$ cat config.mk
export PLATFORM = sky130hd
export DESIGN_NAME = bss_ram
export DESIGN_NICKNAME = d
export VERILOG_FILES = /design/src/rtl/bss_pkg.sv /design/src/rtl/bss_ram.sv
export SDC_FILE = /design/constraint.sdc
export NUM_CORES = 2
export LEC_CHECK = 0
export BUFFER_PORTS_ARGS = -buffer_cell sky130_fd_sc_hd__buf_2
export CORE_UTILIZATION = 40
export CTS_BUF_LIST = sky130_fd_sc_hd__clkbuf_16
export DETAILED_ROUTE_END_ITERATION = 12
export GPL_TIMING_DRIVEN = 1
export SKIP_LAST_GASP = 1
export SYNTH_ARGS = -nofsm -noshare
export SYNTH_HDL_FRONTEND = slang
export SYNTH_SLANG_ARGS = --single-unit
export TNS_END_PERCENT = 20
$ cat constraint.sdc
create_clock -name aclk -period 4.9 [get_ports aclk]
set_input_delay 1.47 -clock aclk [delete_from_list [all_inputs] [get_ports aclk]]
set_output_delay 1.47 -clock aclk [all_outputs]
set_load 0.05 [all_outputs]
$ cat src/rtl/bss_pkg.sv
`timescale 1ns / 1ps
`default_nettype none

package bss_pkg;

    // Defaults for the top-level parameters
    localparam int AGENTS_DEF     = 128;
    localparam int COUNT_BITS_DEF = 48;

    // Register map
    localparam logic       REG_LIST_FACTOR = 1'b0;
    localparam logic [4:0] LIST_FACTOR_RST = 5'd5;

    // Opcodes
    localparam logic [1:0] OP_LOAD = 2'd0;
    localparam logic [1:0] OP_STEP = 2'd1;
    localparam logic [1:0] OP_READ = 2'd2;

    typedef struct packed {
        logic [1:0]  op;
        logic [6:0]  agent_index;
        logic [31:0] middle_value;
        logic [31:0] left_value;
        logic [31:0] right_value;
    } in_word_t;

    typedef struct packed {
        logic [6:0]  min_agent;
        logic [6:0]  left_rank;
        logic [6:0]  right_rank;
        logic        rebuilt;
        logic [7:0]  list_count;
        logic [47:0] counter_value;
    } out_word_t;

    typedef enum logic [3:0] {
        ST_IDLE,
        ST_HREAD,
        ST_CHK,
        ST_KEY_RD,
        ST_KEY_WT,
        ST_POS,
        ST_MIN,
        ST_RANK,
        ST_BUMP_RD,
        ST_BUMP_WR,
        ST_REPL,
        ST_MAX,
        ST_RESP
    } state_t;

    typedef enum logic [1:0] {
        PH_REBUILD,
        PH_REPLACE,
        PH_TRIM
    } phase_t;

endpackage

`default_nettype wire

$ cat src/rtl/bss_ram.sv
`timescale 1ns / 1ps
`default_nettype none

module bss_ram
    import bss_pkg::*;
#(
    parameter int WIDTH = 32,
    parameter int DEPTH = AGENTS_DEF
) (
    input  wire logic                     aclk,
    input  wire logic                     we,
    input  wire logic [$clog2(DEPTH)-1:0] waddr,
    input  wire logic [WIDTH-1:0]         wdata,
    input  wire logic                     re,
    input  wire logic [$clog2(DEPTH)-1:0] raddr,
    output logic      [WIDTH-1:0]         rdata
);

    logic [WIDTH-1:0] mem [DEPTH];

    // One write port, one registered read port
    always_ff @(posedge aclk) begin
        if (we) begin
            mem[waddr] <= wdata;
        end
        if (re) begin
            rdata <= mem[raddr];
        end
    end

endmodule

`default_nettype wire

# Yosys cells after proc, flatten, opt, wreduce, memory -nomap -nowiden
# Memories as Yosys holds them, arrays and structs flattened. A register that Yosys moved wholly into a read port is not among the register bits.
# Cells that the tools add are included.
# Widths: inputs -> output; s select.
# op_classes
n_mux	2
# ops
cell	n
$mux 1	2
# word_totals
register_bits	0
mem_bits_rw	4096
inputBits	49
word_cells	3
mem_count	1
# memory_table
name	words	word_bits	read_ports	rd_clocked_by_memory_dff	write_ports	line_no	rtl
mem	128	32	1	1	1	bss_ram.sv:19	logic [WIDTH-1:0] mem [DEPTH];

# Logic depth before layout (Yosys ltp)
# depth
depth_word	2
ltp_mapped	8
depth_no_buf	4

# Worst setup path before layout
# No wires, ideal clock.
# synth_path
path_type	in2reg
from	in we
to	mem mem[98][0] (enable)
setup_time_ps	461
t_arrival_ps	4248
t_required_ps	4439
slack_ps	191
path_stages	3
path_buffers	1
cell_sequence	clkbuf_1 nand4_1 nor3_1
# synth_between
elab_chain_cells	2
# synth_rtl
item	line_no	rtl
start: declaration	bss_ram.sv:11	input wire logic we,
$mux 1	bss_ram.sv:23	if (we) begin
$mux 1 (not written as such)	bss_ram.sv:24	mem[waddr] <= wdata;
end: declaration	bss_ram.sv:19	
# Every way passes these cells.

==> metrics <==
status=complete, but fails checks; failing checks=DRC; CTS sink count=4128; Net Sw Frac=21.63%; unrepaired setup endpoints after global routing=false; crit-path max cell delay=0.65 ns; DP HPWL=246400 µm; met2 usage=35.77%; Hold Crit Depth=1; synthesis-stage register bit count=4128; wire length per cell=35.97 µm; Post-CTS Resized=0; via count=72000; met1 Use GR=30.42%; Max Fclk=254.1 MHz; detailed-route vias per instance=5.933; vias in the first global route=72350; P&R area growth vs syn=15.51%; flop2flop setup slack=2.08 ns; remaining global-route overflow=0; clock skew=0.07659 ns; Num CTS Buffers=408; peak supply drop=0.0003324 V; Top Usage Layer GRT=met2; fin nets=6623; Final ANT Viol Nets=0; slowest CP cell=mux4_2; Clock transition at path regs=0.06 ns; internal power=0.05730 W; first-pass GRT wire length=598200 µm; worst r2r path cells=4; row count=229; IO Port Bufs=80; starting density of the core=40.22%; CP top delay family=multiplexers; Die Width=627.7 µm; number of hold buffers added after CTS=0; Stages on worst setup path=8; layout cells sized above 1=36.79%; WHS=1.020 ns; DIE AREA=394000 µm²; Setup TNS=0 ns; # H-tree levels=5; final setup fails=0; combinational share of power=5.5%; Tot GR Track Use=22.12%; die height=627.7 µm; Hold Violations, Final=0; pwr dens=404.2 nW/µm²; Max-Cap Viols=0; first-pass detailed-route iteration total=9; Crit. End Element=register; P_sw=0.01581 W; M3 GR Usage=3.853%; fin. max-slew vios=0; Synth area leader=edfxtp_1; Std-Cell Core Area=389400 µm²; CP required=5.56 ns; CTS tree=done; Ports=81; sequential power share=53.6%; WL final=436500 µm; Cell Area, Synth=156600 µm²; worst-skew pair later-pin latency=0.93 ns; Startpoint Class=input port; CTS max path bufs=4; antenna violations before repair=67; Post-CTS Setup Bufs=0; average size of a mapped cell=26.14 µm²; routability cong.=0.8086; syn_nets=6039; worst hold path type=input port to register; top-area cell type share of the netlist area=79.16%; CP cell instances=buf_12 -> buf_12 -> buf_12 -> buf_4 -> mux4_2 -> mux4_2 -> mux4_2 -> mux2_2; register area share after synthesis=79.16%; buffers plus inverters on the worst setup path=4; Max-slew headroom=14.78%; CP Class=input port to register; fin crit share=80.31%; CTS Root Cell=clkbuf_16; DRC=12; gate count of the mapped netlist=5990; DRT iter0 DRCs=10470; number of fill cells=31370; Period minus WS final=3.935 ns; distinct cell type count of the synthesized netlist=16; largest net degree at the start of global routing=98; leakage power=55.45 nW; CP arrival=4.60 ns; YS warnings=0; clock power share=40.9%; highest net fanout along the worst path=24; Util after Layout=46.45%; top post-synthesis cells by area=edfxtp_1 79%, mux4_2 19%, clkbuf_1 0.44%; Worst-Margin Slew=1.278 ns
[per-stage QoR]
step,area [µm²],setup slack [ns],power (W),cells
2_1_floorplan,156600,0.1913,0.04181,5990
3_3_place_gp,168100,0.04110,0.04394,11360
3_5_place_dp,168100,0.01941,0.04401,11360
4_1_cts,180800,1.004,0.07352,12100
5_1_grt,180800,0.9214,0.07489,12110
6_report,180900,0.9646,0.07312,12130
[cells in the final DEF (no fill, tap or decap), types with 9 or more instances in the layout]
| master | count |
|---|---|
| buf_2 | 40 |
| nand2_1 | 11 |
| clkinv_1 | 110 |
| nor3_2 | 9 |
| diode_2 | 39 |
| mux4_2 | 1344 |
| edfxtp_1 | 4128 |
| inv_1 | 87 |
| buf_12 | 143 |
| nor2_4 | 119 |
| mux2_2 | 32 |
| buf_4 | 303 |
| clkbuf_16 | 415 |
| bufinv_16 | 27 |
| clkinv_2 | 65 |
[synth_stat cells]
cell / n
buf_2: 79
nand2b_1: 2
buf_1: 50
nand3_1: 12
edfxtp_1: 4128
mux4_2: 1344
buf_6: 2
nor2_1: 122
buf_4: 3
mux2_2: 32
nor3_1: 9
nor2b_1: 7
nand4_1: 3
nand2_1: 14
clkbuf_1: 182
or3_1: 1
[state kept, by name, indices dropped and copies added (netlist names)]
signal,cells
rdata,32
mem,4096
[power by group through the flow]
stage / clock [W] / combinational [W] / sequential (W)
floorplan: 0 / 0.00188 / 0.0399
global placement: 0 / 0.00403 / 0.0399
detailed placement: 0 / 0.00409 / 0.0399
CTS: 0.0303 / 0.00409 / 0.0392
global route: 0.0316 / 0.00419 / 0.0391
finish: 0.0299 / 0.00405 / 0.0392
[cell families after synthesis]
logic type	share of synthesized area (%)
DFF	79.16
muxes	19.56
buffers and inverters	0.8373
and+or+nand+nor	0.4450
[final timing paths]
path,start,end
max,raddr[0],rdata[3]
min,wdata[7],mem[64][7]
max reg2reg,mem[117][22],rdata[22]
min reg2reg,mem[30][14],rdata[14]
[per-layer routing]
layer | vias up | wire (µm) | part of all wire [%]
met5 | - | 152 | 0.035
met3 | 629 | 39180 | 9.0
met1 | 40100 | 168000 | 38
met2 | 3538 | 212900 | 49
li1 | 27710 | - | -
met4 | 24 | 16230 | 3.7
[area by class of cell]
cell class | count | area [µm²] | share of cell area [%]
flip-flops and latches | 4128 | 124000 | 68.53
multi-input cells | 1546 | 32290 | 17.85
clock buffers | 415 | 10390 | 5.741
well taps | 5197 | 6502 | 3.595
repair buffers | 490 | 5394 | 2.982
clock inverters | 319 | 2247 | 1.242
diodes | 39 | 97.59 | 0.05396
Note: power is estimated with default switching activity, not from simulation.
