File: src/rtl/bss_pkg.sv
`timescale 1ns / 1ps
`default_nettype none

package bss_pkg;

    // Defaults for the top-level parameters
    localparam int AGENTS_DEF     = 128;
    localparam int COUNT_BITS_DEF = 48;

    // Register map
    localparam logic       REG_LIST_FACTOR = 1'b0;
    localparam logic [4:0] LIST_FACTOR_RST = 5'd5;

    // Opcodes
    localparam logic [1:0] OP_LOAD = 2'd0;
    localparam logic [1:0] OP_STEP = 2'd1;
    localparam logic [1:0] OP_READ = 2'd2;

    typedef struct packed {
        logic [1:0]  op;
        logic [6:0]  agent_index;
        logic [31:0] middle_value;
        logic [31:0] left_value;
        logic [31:0] right_value;
    } in_word_t;

    typedef struct packed {
        logic [6:0]  min_agent;
        logic [6:0]  left_rank;
        logic [6:0]  right_rank;
        logic        rebuilt;
        logic [7:0]  list_count;
        logic [47:0] counter_value;
    } out_word_t;

    typedef enum logic [3:0] {
        ST_IDLE,
        ST_HREAD,
        ST_CHK,
        ST_KEY_RD,
        ST_KEY_WT,
        ST_POS,
        ST_MIN,
        ST_RANK,
        ST_BUMP_RD,
        ST_BUMP_WR,
        ST_REPL,
        ST_MAX,
        ST_RESP
    } state_t;

    typedef enum logic [1:0] {
        PH_REBUILD,
        PH_REPLACE,
        PH_TRIM
    } phase_t;

endpackage

`default_nettype wire

File: src/rtl/bss_order_cmp.sv
`timescale 1ns / 1ps
`default_nettype none

module bss_order_cmp
    import bss_pkg::*;
#(
    parameter int AW = 7
) (
    input  wire logic [31:0]   a_fit,
    input  wire logic [AW-1:0] a_idx,
    input  wire logic [31:0]   b_fit,
    input  wire logic [AW-1:0] b_idx,
    output logic               a_first
);

    // Order by fitness, ties by lower index
    assign a_first = (a_fit < b_fit) || ((a_fit == b_fit) && (a_idx < b_idx));

endmodule

`default_nettype wire

File: config.mk
export PLATFORM = sky130hd
export DESIGN_NAME = bss_order_cmp
export DESIGN_NICKNAME = d
export VERILOG_FILES = /design/src/rtl/bss_pkg.sv /design/src/rtl/bss_order_cmp.sv
export SDC_FILE = /design/constraint.sdc
export NUM_CORES = 1
export LEC_CHECK = 0
export BUFFER_PORTS_ARGS = -buffer_cell sky130_fd_sc_hd__buf_2
export CAP_MARGIN = 20
export CORE_ASPECT_RATIO = 0.7
export CORE_UTILIZATION = 40
export DETAILED_ROUTE_END_ITERATION = 8
export PLACE_DENSITY_LB_ADDON = 0.08
export SLEW_MARGIN = 20
export SYNTH_ARGS = -nofsm -noshare
export SYNTH_HDL_FRONTEND = slang
export SYNTH_SLANG_ARGS = --single-unit
File: constraint.sdc
create_clock -name vclk -period 4
set_clock_uncertainty 0.15 [all_clocks]
set_input_delay 0.2 -clock vclk [all_inputs]
set_output_delay 0.2 -clock vclk [all_outputs]
set_load 0.01 [all_outputs]
* After elaboration in Yosys (flattened, before gate mapping)
Cells that the tools add are included.
Widths: inputs -> output; s select.
** Word-level totals
- Register bits :: 0
- Bits of input ports :: 78
- Logic and storage cells :: 5
** Cells by class
- Magnitude comparators :: 2
- Equality and inequality tests :: 1
- Reductions and logical operators :: 2
** Operators by type and width (number)
- $eq 32x32->1 :: 1
- $lt 32x32->1 :: 1
- $lt 7x7->1 :: 1
- $logic_and 1x1->1 :: 1
- $logic_or 1x1->1 :: 1

* Logic depth before layout (Yosys ltp)
Gate-level depths: netlist of the first run.
- Depth after elaboration :: 3
- Depth in mapped cells :: 7
- Mapped depth without buffers :: 7

* Worst setup path after synthesis of the first run
No wires, ideal clock.
- Kind :: input to output
- From :: in b_fit[10]
- To :: out a_first
- Arrival time :: 1.471 ns
- Path slack :: 2.179 ns
- Stages on the path :: 7
- Path buffers :: 0
- Cell sequence :: inv_1 ha_1 a41o_1 a21oi_2 o221ai_2 o311a_1 o22ai_2
** On the way
- Cells in the longest elaborated chain, start to end :: 3
- Elaborated cells on any way between the ends :: 4
** Ends and longest elaborated chain
- from (decl) :: line bss_order_cmp.sv:11 : input wire logic [31:0] b_fit,
- parallel branches: the longest is 2 deep, another holds $lt 32x32->1
- $logic_or 1x1->1 * :: line bss_order_cmp.sv:17 : assign a_first = (a_fit < b_fit) || ((a_fit == b_fit) && (a_idx < b_idx));
- to (decl) :: line bss_order_cmp.sv:13 : output logic a_first
Every way passes the cells marked *.

* Final worst setup path of the first run
- From :: in a_fit[10]
- To :: out a_first
** On the way
- Cells in the longest elaborated chain, start to end :: 3
- Elaborated cells on any way between the ends :: 4
** Ends and longest elaborated chain
- from (decl) :: line bss_order_cmp.sv:9 : input wire logic [31:0] a_fit,
- parallel branches: the longest is 2 deep, another holds $lt 32x32->1
- $logic_or 1x1->1 * :: line bss_order_cmp.sv:17
Marks and branches as above.

==> results.tsv, run 1 <==
stage	metric	value	unit
status	outcome	complete, no violations	
power	power per cell area	87.4	nW/um2
cells_and_area	layout cells sized above 1	40.4	%
placement	Post-DP Area	1410	um2
grt	vias in the first global route	1084	
setup_path	Startpoint Class	input pin	
drt	Total Wirelength	2360	um
power	static leakage	0.928	nW
setup_path	worst path required time	3650	ps
clock_network	Post-CTS Repair Setup Buffers	0	
logic_synthesis	Simple-Gate Fraction of Synth Area	13.4	%
sta	final worst-path cycle share	52.3	%
setup_path	arrival time worst endpoint	1740	ps
placement	gpl congestion	0.681	
grt	largest net degree at the start of global routing	4	
cells_and_area	number of inserted diodes	0	
drt	DR top layer	met4	
floorplan	Die W	61.1	um
placement	Final HPWL DP	2280	um
drt	met3 WL	173	um
logic_synthesis	Syn Inst Count	134	
floorplan	Initial Util	43.9	%
floorplan	Core ar.	2220	um2
setup_path	CP Class	input pin to output pin	
drt	WL/cell	9.64	um
power	Max IR drop VDD	0.0000369	V
sta	Hold Slack	824	ps
logic_synthesis	XOR/XNOR share of the synthesized area	0	%
floorplan	IO Count	79	
sta	FMAX	478	MHz
cells_and_area	area delta synth->final	44.6	%
sta	slew margin rel.	77.9	%
setup_path	critical path peak fanout	3	
drt	drt first-iter violations	18	
worst_hold_path	Worst Hold Class	input pin to output pin	
cells_and_area	CLK BUF	0	
drt	M1 wire length	1040	um
sta	Hold Vio Cnt, Final	0	
grt	first-pass GRT wire length	3910	um
grt	Total GRT Usage	18.4	%
sta	Worst-Margin Slew	329	ps
sta	Setup TNS	0	ps
flow_run	max_cap viols	0	
placement	worst slack at placement	1910	ps
drt	WL met2	1110	um
drt	vias	1134	
sta	RSZ-0062 raised after global routing	false	
drt	drt drc	0	
logic_synthesis	syn nets	250	
logic_synthesis	area of the mapped netlist	977	um2
logic_synthesis	synthesized area per cell	7.29	um2
grt	GR Overflow Total	0	
cells_and_area	Register Area	0	um2
logic_synthesis	Synth cell types	23	
cells_and_area	final instance area	1410	um2
cells_and_area	sequential cells	0	
logic_synthesis	Seq/Total Area, Yosys	0	%
sta	final setup vio count	0	
drt	First-pass DRT Iterations	4	
placement	Port Buffer Count	79	
logic_synthesis	post-synthesis mux area share	0	%
cells_and_area	# nets final	331	
logic_synthesis	YS warnings	0	
clock_network	Post-CTS Resized	0	
drt	drt via density	4.63	
logic_synthesis	Compound-Gate Fraction of Synth Area	22.5	%
sta	fin worst setup slack	1910	ps
sta	Final Critical Period	2090	ps
floorplan	die area	2650	um2
logic_synthesis	main combinational cell family by area after synthesis	adder cells	
floorplan	Die Span Y	43.4	um
logic_synthesis	adder-cell share of the synthesized area	48.7	%
sta	final slew viol count	0	
clock_network	hold buffers post-CTS	0	
setup_path	kind of end point of the critical path	output pin	
grt	initial antenna violation count	0	
floorplan	Cell Rows	14	
drt	Final ANT Viol Nets	0	
==> worst paths after layout <==
| check | start | endpoint | cells past startpoint |
|---|---|---|---|
| min | a_idx[6] | a_first | 6 |
| max | a_fit[10] | a_first | 8 |
==> kinds of logic after synthesis <==
group                      Yosys count
AOI/OAI and AO/OA                   31
adders and majority gates           38
buffers and inverters               40
and+or+nand+nor                     25
==> cells in the mapped netlist, drive strengths merged <==
library cell | instances | area [um2]
nand2b | 1 | 6.26
nor2 | 4 | 15.0
inv | 40 | 150
nand4 | 7 | 43.8
o311a | 1 | 10.0
a211oi | 3 | 22.5
a21oi | 12 | 67.6
nor4 | 1 | 12.5
nor2b | 1 | 6.26
a22oi | 1 | 7.51
ha | 38 | 475
o211ai | 2 | 15.0
o221ai | 1 | 15.0
nand3 | 3 | 15.0
a41o | 1 | 10.0
o21ai | 4 | 20.0
o22ai | 1 | 12.5
a21o | 4 | 32.5
a21boi | 1 | 7.51
nand2 | 6 | 22.5
nor3 | 2 | 10.0
==> cell usage in the layout, fill, tap and decap left out <==
cell | synthesis | final
a211oi_1 | 3 | 3
a21boi_0 | 1 | 1
a21o_1 | 2 | 2
a21o_2 | 2 | 2
a21oi_1 | 10 | 10
a21oi_2 | 2 | 2
a22oi_1 | 1 | 1
a41o_1 | 1 | 1
buf_2 | 0 | 79
ha_1 | 38 | 38
inv_1 | 40 | 40
nand2_1 | 6 | 6
nand2b_1 | 1 | 1
nand3_1 | 3 | 3
nand4_1 | 7 | 7
nor2_1 | 4 | 4
nor2b_1 | 1 | 1
nor3_1 | 2 | 2
nor4_2 | 1 | 1
o211ai_1 | 2 | 2
o21ai_0 | 4 | 4
o221ai_2 | 1 | 1
o22ai_2 | 1 | 1
o311a_1 | 1 | 1
==> cell type report <==
cell class / instances / area (um2)
repair buffers: 79 / 395
multi-input cells: 94 / 827
fillers: 228 / 812
well taps: 32 / 40.0
inverters: 40 / 150
==> critical path, stage by stage <==
cell	delay [ps]
buf_2	100
ha_1	320
a41o_1	260
a21oi_2	120
o221ai_2	100
o311a_1	350
o22ai_2	140
buf_2	150
==> layer usage <==
layer	global-route usage [%]	vias up
li1	-	626
met1	22.6	455
met2	35.2	49
met3	0.896	4
met4	3.64	0
met5	0	-
==> power by group <==
| part | internal, mW | switching (mW) |
|---|---|---|
| clock network | 0 | 0 |
| registers | 0 | 0 |
| logic | 0.0667 | 0.0568 |
==> stage by stage <==
step / utilization (%) / std cells / total power [mW]
6_report: 63.5 / 245 / 0.124
5_1_grt: 63.5 / 245 / 0.144
4_1_cts: 63.5 / 245 / 0.126
3_5_place_dp: 63.5 / 245 / 0.125
3_3_place_gp: 63.5 / 245 / 0.119
2_1_floorplan: - / 134 / 0.0700
Power figures use the tool's default switching activity.
==> inputs of run 2 (changes only) <==
--- a/config.mk
+++ b/config.mk
@@ -8,7 +8,7 @@
 export BUFFER_PORTS_ARGS = -buffer_cell sky130_fd_sc_hd__buf_2
 export CAP_MARGIN = 20
 export CORE_ASPECT_RATIO = 0.7
-export CORE_UTILIZATION = 40
+export CORE_UTILIZATION = 38
 export DETAILED_ROUTE_END_ITERATION = 8
 export PLACE_DENSITY_LB_ADDON = 0.08
 export SLEW_MARGIN = 20
==> constraint.sdc (replaced) <==
create_clock -name vclk -period 1.8
set_clock_uncertainty 0.15 [all_clocks]
set_input_delay 0.09 -clock vclk [all_inputs]
set_output_delay 0.09 -clock vclk [all_outputs]
set_load 0.01 [all_outputs]
==> results.tsv, run 2 (synthesis results as in run 1) <==
stage	metric	value	unit
status	outcome	complete, no violations	
setup_path	Crit path top cell by count	buf_2	
sta	final worst-path cycle share	96.6	%
cells_and_area	CLK BUF	0	
grt	largest net degree at the start of global routing	4	
floorplan	Core ar.	2280	um2
setup_path	Buf/Inv on CP	2	
cells_and_area	Register Area	0	um2
setup_path	worst path required time	1560	ps
placement	gpl congestion	0.716	
setup_path	Startpoint Class	input pin	
floorplan	IO Count	79	
power	static leakage	0.960	nW
cells_and_area	Post-Layout Cell Count	252	
grt	first-pass GRT wire length	4320	um
drt	DR top layer	met3	
setup_path	CP peak stage delay	360	ps
sta	Hold Vio Cnt, Final	0	
floorplan	Initial Util	42.9	%
setup_path	Max stage delay cell, worst path	o311a_1	
setup_path	kind of end point of the critical path	output pin	
power	power per cell area	203	nW/um2
setup_path	cells along the critical path	buf_2 -> ha_1 -> nand4_1 -> nor3_2 -> a21boi_1 -> o311a_1 -> o22ai_2 -> buf_2	
cells_and_area	final instance area	1560	um2
drt	WL met2	1180	um
setup_path	CP Class	input pin to output pin	
drt	drt drc	0	
drt	Final ANT Viol Nets	0	
sta	Worst-Margin Slew	261	ps
flow_run	max_cap viols	0	
drt	drt first-iter violations	23	
cells_and_area	layout cells sized above 1	48.2	%
clock_network	hold buffers post-CTS	0	
sta	slew margin rel.	82.4	%
cells_and_area	Finished Core Util	68.4	%
cells_and_area	multi-input logic area	920	um2
placement	Post-DP Area	1450	um2
grt	initial antenna violation count	0	
drt	First-pass DRT Iterations	4	
cells_and_area	Fill cells	208	
placement	Placed Instances	250	
sta	final slew viol count	0	
floorplan	Cell Rows	14	
drt	vias	1170	
cells_and_area	number of inserted diodes	0	
drt	drt via density	4.64	
drt	M1 wire length	1240	um
setup_path	CP delay by family, top	compound AO/OA/AOI/OAI gates	
cells_and_area	sequential cells	0	
sta	FMAX	575	MHz
cells_and_area	area delta synth->final	59.4	%
placement	Port Buffer Count	79	
grt	vias in the first global route	1109	
floorplan	die area	2780	um2
cells_and_area	most common cell after layout, fill and taps aside	buf_2	
power	Overall Power	0.317	mW
cells_and_area	# nets final	338	
setup_path	arrival time worst endpoint	1500	ps
sta	RSZ-0062 raised after global routing	false	
sta	Final Critical Period	1740	ps
drt	WL/cell	10.2	um
drt	met3 WL	145	um
floorplan	Die Span Y	44.4	um
placement	Final HPWL DP	2330	um
grt	Total GRT Usage	18.6	%
cells_and_area	most frequent cells in the layout	79 x buf_2, 37 x inv_1, 32 x ha_1, 8 x a21oi_1	
floorplan	Die W	62.6	um
worst_hold_path	Worst Hold Class	input pin to output pin	
sta	final setup vio count	0	
drt	Total Wirelength	2560	um
power	Max IR drop VDD	0.0000892	V
grt	GR Overflow Total	0	
setup_path	critical path peak fanout	3	
run 2: changes by cell type in the layout (fill, tap and decap cells not counted), sizes merged:
cell and change:
buf +7
run 2: cell type report:
cell class         instances  area share [%]
repair buffers            86            28.8
well taps                 32            2.57
multi-input cells         94            59.0
inverters                 40            9.64
run 2: what timing repair did:
action	CTS	global route
setup buffers	0	2
endpoints found under the setup margin	1	1
resized for setup	4	10
pin swaps	3	6
run 2: stage by stage:
| step | hold WS [ps] | setup slack (ps) | TNS [ps] |
|---|---|---|---|
| after floorplan | 363 | 199 | 0 |
| after global placement | 601 | -41.6 | -41.6 |
| after detailed placement | 606 | -58.1 | -58.1 |
| after CTS | 606 | 1.84 | 0 |
| after global routing | 652 | 1.61 | 0 |
| final | 595 | 60.7 | 0 |
run 2: tightest hold or removal path: cells and delay by family:
kind,cells,cell delay (ps)
buf+inv,2,210
simple gates,1,50
compound gates,2,170
fa+ha+maj,1,130
run 2: report_power, final:
part	switching, mW	internal (mW)
combinational	0.144	0.173
clock	0	0
sequential	0	0
total	0.144	0.173
run 2: worst paths after layout:
check	start	endpoint	depth (start not counted)
setup / recovery	a_fit[14]	a_first	8
hold / removal	a_idx[6]	a_first	6
run 2: routing by layer:
metal | vias to the layer above | global-route usage, %
li1 | 637 | -
met1 | 488 | 24.1
met2 | 45 | 36.5
met3 | 0 | 1.03
met4 | 0 | 0
met5 | - | 0
==> inputs of run 3 (changes only) <==
--- a/config.mk
+++ b/config.mk
@@ -5,12 +5,14 @@
 export SDC_FILE = /design/constraint.sdc
 export NUM_CORES = 1
 export LEC_CHECK = 0
+export ABC_AREA = 1
 export BUFFER_PORTS_ARGS = -buffer_cell sky130_fd_sc_hd__buf_2
 export CAP_MARGIN = 20
 export CORE_ASPECT_RATIO = 0.7
 export CORE_UTILIZATION = 38
 export DETAILED_ROUTE_END_ITERATION = 8
 export PLACE_DENSITY_LB_ADDON = 0.08
+export SKIP_LAST_GASP = 1
 export SLEW_MARGIN = 20
 export SYNTH_ARGS = -nofsm -noshare
 export SYNTH_HDL_FRONTEND = slang
==> results.tsv, run 3 <==
stage	metric	value	unit
status	outcome	complete, no violations	
logic_synthesis	syn nets	284	
floorplan	Die W	64.1	um
floorplan	die area	2910	um2
power	power per cell area	190	nW/um2
floorplan	Cell Rows	15	
sta	Worst-Margin Slew	185	ps
drt	Final ANT Viol Nets	0	
setup_path	CP delay by family, top	simple AND/OR/NAND/NOR gates	
setup_path	arrival time worst endpoint	1220	ps
placement	Final HPWL DP	2000	um
setup_path	CP Class	input pin to output pin	
sta	final setup vio count	0	
cells_and_area	most common cell after layout, fill and taps aside	buf_2	
placement	gpl congestion	0.728	
cells_and_area	sequential cells	0	
drt	Total Wirelength	2050	um
clock_network	Post-CTS Resized	0	
setup_path	CP peak stage delay	300	ps
worst_hold_path	WHS Path Cells	8	
sta	FMAX	683	MHz
placement	Post-DP Area	1460	um2
grt	first-pass GRT wire length	3530	um
power	static leakage	1.03	nW
cells_and_area	Register Area	0	um2
logic_synthesis	Yosys top cell area share	46.4	%
sta	final slew viol count	0	
setup_path	Max stage delay cell, worst path	ha_1	
logic_synthesis	area leader, netlist	ha_1	
logic_synthesis	Seq/Total Area, Yosys	0	%
worst_hold_path	hold endpoint	a_first	
sta	Hold Vio Cnt, Final	0	
drt	WL/cell	7.31	um
grt	largest net degree at the start of global routing	4	
flow_run	max_cap viols	0	
cells_and_area	Post-Layout Cell Count	281	
logic_synthesis	count leader, synth	inv_1	
worst_hold_path	hold_sp	b_idx[0]	
sta	RSZ-0062 raised after global routing	false	
logic_synthesis	area of the mapped netlist	1020	um2
setup_path	worst path required time	1560	ps
cells_and_area	number of inserted diodes	0	
logic_synthesis	Syn Inst Count	168	
logic_synthesis	Synth cell types	14	
grt	initial antenna violation count	0	
setup_path	critical path peak fanout	2	
clock_network	Post-CTS Repair Setup Buffers	0	
floorplan	Die Span Y	45.4	um
placement	worst slack at placement	329	ps
setup_path	kind of end point of the critical path	output pin	
cells_and_area	final instance area	1460	um2
placement	Port Buffer Count	79	
cells_and_area	area delta synth->final	42.7	%
sta	Hold Slack	563	ps
sta	slew margin rel.	87.6	%
setup_path	cells along the critical path	buf_2 -> ha_1 -> nand2_1 -> nand2_1 -> nand2_1 -> nand2_1 -> a21oi_1 -> nand2_1 -> nand2_1 -> nand2_1 -> nand2_1 -> buf_2	
logic_synthesis	synthesized area per cell	6.10	um2
cells_and_area	# nets final	365	
logic_synthesis	YS warnings	0	
setup_path	Startpoint Class	input pin	
logic_synthesis	Post-synth top cells	47 x inv_1, 41 x nand2_1, 38 x ha_1	
power	Max IR drop VDD	0.0000803	V
power	Overall Power	0.278	mW
grt	GR Overflow Total	0	
cells_and_area	most frequent cells in the layout	79 x buf_2, 47 x inv_1, 41 x nand2_1, 38 x ha_1, 16 x a21oi_1	
sta	Final Critical Period	1460	ps
drt	vias	1188	
sta	Setup TNS	0	ps
drt	First-pass DRT Iterations	3	
sta	fin worst setup slack	336	ps
cells_and_area	CLK BUF	0	
floorplan	IO Count	79	
floorplan	Core ar.	2510	um2
setup_path	Crit path top cell by count	nand2_1	
cells_and_area	Finished Core Util	58.2	%
logic_synthesis	synth top area cells	ha_1 46%, inv_1 17%, nand2_1 15%	
clock_network	hold buffers post-CTS	0	
worst_hold_path	Worst Hold Class	input pin to output pin	
drt	drt first-iter violations	15	
grt	vias in the first global route	934	
setup_path	Buf/Inv on CP	2	
grt	Total GRT Usage	14.5	%
floorplan	Initial Util	40.7	%
cells_and_area	layout cells sized above 1	34.4	%
placement	Placed Instances	281	
sta	final worst-path cycle share	81.3	%
drt	drt drc	0	
drt	drt via density	4.23	
-- run 3: cell families (layout without fill, tap and decap cells) --
family / Yosys count / after routing / synth area share (%)
AO/OA/AOI/OAI: 20 / 20 / 10.3
adder cells (fa/ha/maj): 38 / 38 / 46.4
buffers and inverters: 48 / 127 / 17.6
AND/OR/NAND/NOR: 62 / 62 / 25.8
-- run 3: power breakdown --
part	internal (mW)	switching [mW]
Clock	0	0
Sequential	0	0
Combinational	0.145	0.133
Total	0.145	0.133
-- run 3: tightest hold or removal path: cells and delay by family --
family / cells / cell delay (ps)
simple gates: 6 / 330
buf+inv: 2 / 190
-- run 3: worst max path at each step --
stage,startpoint,to,slack [ps],cells after the start
after floorplan,b_fit[7],a_first,600,10
after global placement,a_fit[9],a_first,320,12
after detailed placement,a_fit[11],a_first,330,12
after CTS,a_fit[21],a_first,330,10
after global routing,a_fit[27],a_first,170,10
final,a_fit[9],a_first,340,12
-- run 3: final cells by class --
cell class / instances / area, um2
well taps: 34 / 42.5
fillers: 266 / 1050
repair buffers: 79 / 395
inverters: 48 / 180
multi-input cells: 120 / 845
-- run 3: routing by layer --
metal	track usage, %	part of all wire, %
met5	0	0
met4	0	0
met3	0.750	6.4
met2	24.0	39
met1	21.9	54
